<file path="src/sv/rssi_bin_survey_accumulator_unit_defines.svh">
// Assertion macros used by the survey accumulator datapath.
`ifndef RSSI_BIN_SURVEY_ACCUMULATOR_UNIT_DEFINES_SVH
`define RSSI_BIN_SURVEY_ACCUMULATOR_UNIT_DEFINES_SVH

// Same-cycle implication, checked outside reset.
`define RBSA_ASSERT_NOW(lbl, ante, cons, msg) \
  lbl: assert property (@(posedge clk) disable iff (!rst_n) (ante) |-> (cons)) \
    else $error(msg);

// Next-cycle implication, checked outside reset.
`define RBSA_ASSERT_NEXT(lbl, ante, cons, msg) \
  lbl: assert property (@(posedge clk) disable iff (!rst_n) (ante) |=> (cons)) \
    else $error(msg);

`endif

</file>
<file path="src/sv/rbsa_pkg.sv">
// Types and constants of the signal-strength bin survey accumulator.
package rbsa_pkg;

  localparam int BIN_COUNT = 64;
  localparam int BIN_AW    = $clog2(BIN_COUNT);
  localparam int REP_W     = $clog2(BIN_COUNT + 1);
  localparam int DIV_STEPS = 28;
  localparam int DIV_CW    = $clog2(DIV_STEPS + 1);

  localparam logic [REP_W-1:0] NO_BIN = REP_W'(BIN_COUNT);
  localparam logic [15:0] LIMIT_RESET = 16'd60000;
  localparam logic [15:0] DROP_MAX    = 16'hFFFF;

  localparam logic [1:0] FUNC_ADD    = 2'd0;
  localparam logic [1:0] FUNC_CLEAR  = 2'd1;
  localparam logic [1:0] FUNC_REPORT = 2'd2;

  typedef enum logic [2:0] {
    S_IDLE, S_ADD, S_PLAIN, S_RD, S_CHK, S_DIV, S_OUT
  } state_t;

  typedef enum logic [1:0] {
    OUT_ZERO, OUT_ADD, OUT_REP
  } out_src_t;

  typedef struct packed {
    logic signed [27:0] sum;
    logic [15:0]        cnt;
    logic signed [11:0] low;
    logic signed [11:0] peak;
    logic [15:0]        drop;
  } bin_entry_t;

  // Result item, highest field first so that the last field lands in bit 0.
  typedef struct packed {
    logic [5:0]         pad;
    logic [6:0]         sampled_bins;
    logic [6:0]         loudest;
    logic [6:0]         quietest;
    logic [15:0]        bin_dropped_out;
    logic signed [11:0] bin_peak_out;
    logic signed [11:0] bin_low_out;
    logic signed [27:0] bin_sum_out;
    logic [15:0]        bin_count_out;
    logic               sample_taken;
  } out_item_t;

  typedef struct packed {
    logic     take;
    logic     rd_en;
    logic     rd_from_in;
    logic     do_add;
    logic     do_clear;
    logic     idx_inc;
    logic     div_start;
    logic     rep_peak;
    logic     rep_mean;
    logic     load_out;
    out_src_t out_src;
  } cmd_t;

  typedef struct packed {
    logic       out_free;
    logic [1:0] func;
    logic       nonempty;
    logic       last_idx;
    logic       div_done;
  } stat_t;

endpackage

</file>
<file path="src/sv/rbsa_ctrl.sv">
// Sequencer for add, clear and report requests.
module rbsa_ctrl (
  input  logic             clk,
  input  logic             rst_n,
  input  logic             in_valid,
  input  logic [1:0]       in_func,
  output logic             in_ready,
  input  rbsa_pkg::stat_t  stat,
  output rbsa_pkg::cmd_t   cmd
);
  import rbsa_pkg::*;

  state_t state_r, state_nxt;

  always_ff @(posedge clk) begin
    if (!rst_n) state_r <= S_IDLE;
    else state_r <= state_nxt;
  end

  always_comb begin
    state_nxt = state_r;
    cmd       = '0;
    cmd.out_src = OUT_ZERO;
    in_ready  = 1'b0;
    case (state_r)
      S_IDLE: begin
        in_ready = 1'b1;
        if (in_valid) begin
          cmd.take       = 1'b1;
          cmd.rd_en      = 1'b1;
          cmd.rd_from_in = 1'b1;
          case (in_func)
            FUNC_ADD:    state_nxt = S_ADD;
            FUNC_REPORT: state_nxt = S_RD;
            default:     state_nxt = S_PLAIN;
          endcase
        end
      end
      S_ADD: begin
        if (stat.out_free) begin
          cmd.do_add   = 1'b1;
          cmd.load_out = 1'b1;
          cmd.out_src  = OUT_ADD;
          state_nxt    = S_IDLE;
        end
      end
      S_PLAIN: begin
        if (stat.out_free) begin
          cmd.do_clear = stat.func == FUNC_CLEAR;
          cmd.load_out = 1'b1;
          state_nxt    = S_IDLE;
        end
      end
      S_RD: begin
        cmd.rd_en = 1'b1;
        state_nxt = S_CHK;
      end
      S_CHK: begin
        if (stat.nonempty) begin
          cmd.rep_peak  = 1'b1;
          cmd.div_start = 1'b1;
          state_nxt     = S_DIV;
        end else if (stat.last_idx) begin
          state_nxt = S_OUT;
        end else begin
          cmd.idx_inc = 1'b1;
          state_nxt   = S_RD;
        end
      end
      S_DIV: begin
        if (stat.div_done) begin
          cmd.rep_mean = 1'b1;
          if (stat.last_idx) begin
            state_nxt = S_OUT;
          end else begin
            cmd.idx_inc = 1'b1;
            state_nxt   = S_RD;
          end
        end
      end
      S_OUT: begin
        if (stat.out_free) begin
          cmd.load_out = 1'b1;
          cmd.out_src  = OUT_REP;
          state_nxt    = S_IDLE;
        end
      end
      default: state_nxt = S_IDLE;
    endcase
  end

endmodule

</file>
<file path="config.mk">
export PLATFORM = sky130hd
export DESIGN_NAME = rbsa_ctrl
export DESIGN_NICKNAME = d
export VERILOG_FILES = /design/src/sv/rssi_bin_survey_accumulator_unit_defines.svh /design/src/sv/rbsa_pkg.sv /design/src/sv/rbsa_ctrl.sv
export SDC_FILE = /design/constraint.sdc
export NUM_CORES = 1
export LEC_CHECK = 0
export BUFFER_PORTS_ARGS = -buffer_cell sky130_fd_sc_hd__buf_4
export CAP_MARGIN = 20
export CORE_AREA = 3 3 40 42
export CTS_CLUSTER_SIZE = 14
export DETAILED_ROUTE_END_ITERATION = 7
export DIE_AREA = 0 0 43 45
export GPL_TIMING_DRIVEN = 0
export PLACE_DENSITY_LB_ADDON = 0.3
export SLEW_MARGIN = 20
export SYNTH_ARGS = -nofsm -noshare
export SYNTH_HDL_FRONTEND = slang
export SYNTH_SLANG_ARGS = --single-unit
</file>
<file path="constraint.sdc">
create_clock -name clk -period 3.42 [get_ports clk]
set_input_delay 0.684 -clock clk [delete_from_list [all_inputs] [get_ports clk]]
set_output_delay 0.684 -clock clk [all_outputs]
set_load 0.01 [all_outputs]
</file>
==> impl_metrics.csv <==
group,metric,value,unit
status,status,"complete, no violations",
sta,worst_slew_pin_slew,241,ps
logic_synthesis,ys_warn_count,0,
sta,clock.fmax,492,MHz
place,placed_area,563,sq um
floorplanning,ios,24,
sta,layout_min_cycle_time,2030,ps
grt,grt_antenna_before_repair,0,
logic_synthesis,syn-num-nets,62,
clock_network,clk_pin_slew,40,ps
flow_run,maxCapViolations,0,
detailed_routing,drt-initial-drc-count,7,
power_and_ir_drop,p_leak,0.285,nW
finish,top_regs,"state_r: 3 flops",
logic_synthesis,synth-seq-cells,3,
detailed_routing,vias_per_cell,4.88,
detailed_routing,wirelength,1.06,mm
logic_synthesis,synth_cells,51,
worst_setup_path,r2r-end,"state_r[1]",
clock_network,htreeDepth,1,
floorplanning,start_util,28.9,%
clock_network,cts_hold_buf,0,
worst_setup_path,crit_chain,"buf_4 -> nand2b_1 -> nor4bb_1 -> buf_4",
power_and_ir_drop,power_density,320,nW/um^2
worst_setup_path,cp_top_family,"simple AND/OR/NAND/NOR gates",
worst_hold_path,min_to,"state_r[0]",
place,place_inst,89,
worst_setup_path,cp_slowest_cell,"nor4bb_1",
worst_setup_path,crit_type,"input pin to output port",
detailed_routing,drc_errors,0,
sta,period_share,59.5,%
place,gp_congestion,0.754,
logic_synthesis,synth_top_area_share,16.2,%
worst_setup_path,timing.rr.start,"state_r[1]",
worst_setup_path,reg2regPathDepth,4,
detailed_routing,antenna_left,0,
clock_network,post_cts_resized,0,
grt,grt_max_degree,11,
clock_network,cts_buffers,3,
power_and_ir_drop,ir_drop,0.179,mV
sta,relSlewSlack,83.7,%
worst_setup_path,endpoint_kind,"output port",
grt,grt-ovfl-total,0,
clock_network,clock_latency,230,ps
grt,grt_pass1_wl,1.73,mm
sta,skew,2.68,ps
logic_synthesis,synth.distinct_cells,25,
grt,grt_pass1_vias,417,
clock_network,cts_root_buf,"clkbuf_4",
finish,nNetsFinal,90,
sta,whs,554,ps
finish,largest-register,"state_r",
worst_setup_path,critPathRequiredTime,2740,ps
finish,instances_no_fill,93,
worst_setup_path,critPathMaxStageDelay,300,ps
sta,tns,0,ps
floorplanning,dieHeight,45,um
clock_network,post_cts_buffers,0,
worst_setup_path,crit_top_cell,"buf_4",
floorplanning,die_area,1940,sq um
sta,setup_violations,0,
finish,mostFrequentLayoutCell,"buf_4",
floorplanning,die_w,43,um
clock_network,clkSinkCount,3,
place,dp_hpwl,795,um
clock_network,ctsLongestPathBuffers,2,
finish,final_cell_area,589,sq um
power_and_ir_drop,power.total,0.000189,W
sta,maxSlewViolCount,0,
finish,drive_gt1_share,44.9,%
logic_synthesis,synth.avg_cell_area,7.29,sq um
floorplanning,core-area,1280,sq um
clock_network,cts_tree,"yes",
detailed_routing,num_vias,454,
worst_setup_path,path_max_fanout,5,
detailed_routing,wl_per_cell,11.3,um
worst_setup_path,cp_data_arrival_time,1350,ps
finish,mostFrequentLayoutCells,"buf_4 (26), nor2_1 (7), nand2b_1 (4), inv_1 (4), nand2_1 (4)",
finish,largest_reg_flops,3,
sta,rsz0062_at_grt,"false",
floorplanning,core.rowCount,13,
detailed_routing,dr.pass1.iters,4,
logic_synthesis,synth.yosys.seq_area_share,16.2,%
worst_setup_path,crit_buf_inv,2,
logic_synthesis,syn_area,372,sq um
worst_hold_path,hold_depth,2,
finish,n_antenna_cell,0,
finish,area_growth,58.6,%
logic_synthesis,synthTopCellsByArea,"dfxtp_1 (16%), nor2_1 (7.1%), nand2b_1 (6.7%)",
worst_setup_path,start_kind,"input pin",
place,io_buffers,23,
worst_setup_path,reg2reg_slack,2250,ps
logic_synthesis,synth_area_leader_cell,"dfxtp_1",
worst_hold_path,hp-class,"flop to flop",
grt,grt_usage,11.5,%
worst_hold_path,min_from,"state_r[1]",
sta,finalHoldViolCount,0,
stage by stage:
stage,worst slack [ps],util [%]
floorplan,1530,-
global placement,1410,43.8
detailed placement,1400,43.8
CTS,1380,45.9
global route,1300,45.9
finish,1390,45.9
Yosys cell counts:
master	number
buf_4	3
o2111a_1	1
nor2_1	7
buf_6	2
nor3_2	1
inv_1	4
nand2b_4	1
dfxtp_1	3
and2_1	1
nand3_1	1
a311o_1	2
o22ai_1	1
a22oi_1	1
o21ai_1	1
a2111oi_2	1
nor4bb_1	1
o21a_1	2
buf_2	1
a21oi_1	2
nand2b_1	4
and3_1	2
a211oi_1	2
nand3b_1	1
nor3_1	2
nand2_1	4
worst max path at each step:
stage                  end        from  cells after the start  slack [ps]
finish              cmd[7]     stat[5]                      4        1390
global route        cmd[7]  state_r[1]                      5        1300
CTS                 cmd[7]     stat[5]                      4        1380
detailed placement  cmd[7]     stat[5]                      4        1400
global placement    cmd[7]     stat[5]                      4        1410
floorplan           cmd[7]     stat[5]                      2        1530
kinds of logic after synthesis:
kind of cell,Yosys count,synth area share [%]
compound gates,13,28.3
buf+inv,10,17.5
flops,3,16.2
simple gates,25,38.0
layer usage:
metal / up-vias / global-route usage [%] / wire [um]
met5: - / 0 / 0
met4: 0 / 1.81 / 0
met3: 0 / 5.18 / 74
met2: 15 / 19.8 / 512
met1: 207 / 13.6 / 468
li1: 232 / - / -
worst register-to-register path, stage by stage (launching register included):
cell and delay (ps):
dfxtp_1 310, buf_6 140, nand2b_4 160, o22ai_1 80
a311o_1 350
power by group:
part / internal (W) / switching [W] / leakage (nW) / total [W]
Sequential: 0.0000385 / 0.00000135 / 0.0246 / 0.0000398
Combinational: 0.0000458 / 0.0000412 / 0.246 / 0.0000871
Clock: 0.0000437 / 0.0000181 / 0.0150 / 0.0000618
area by class of cell:
class	count	area [sq um]
fillers	123	696
multi-input cells	38	246
repair buffers	23	173
flip-flops and latches	3	60.1
plain buffers	6	50.0
clock buffers	4	26.3
well taps	15	18.8
inverters	4	15.0
No activity file was read; power rests on OpenSTA's default activity.
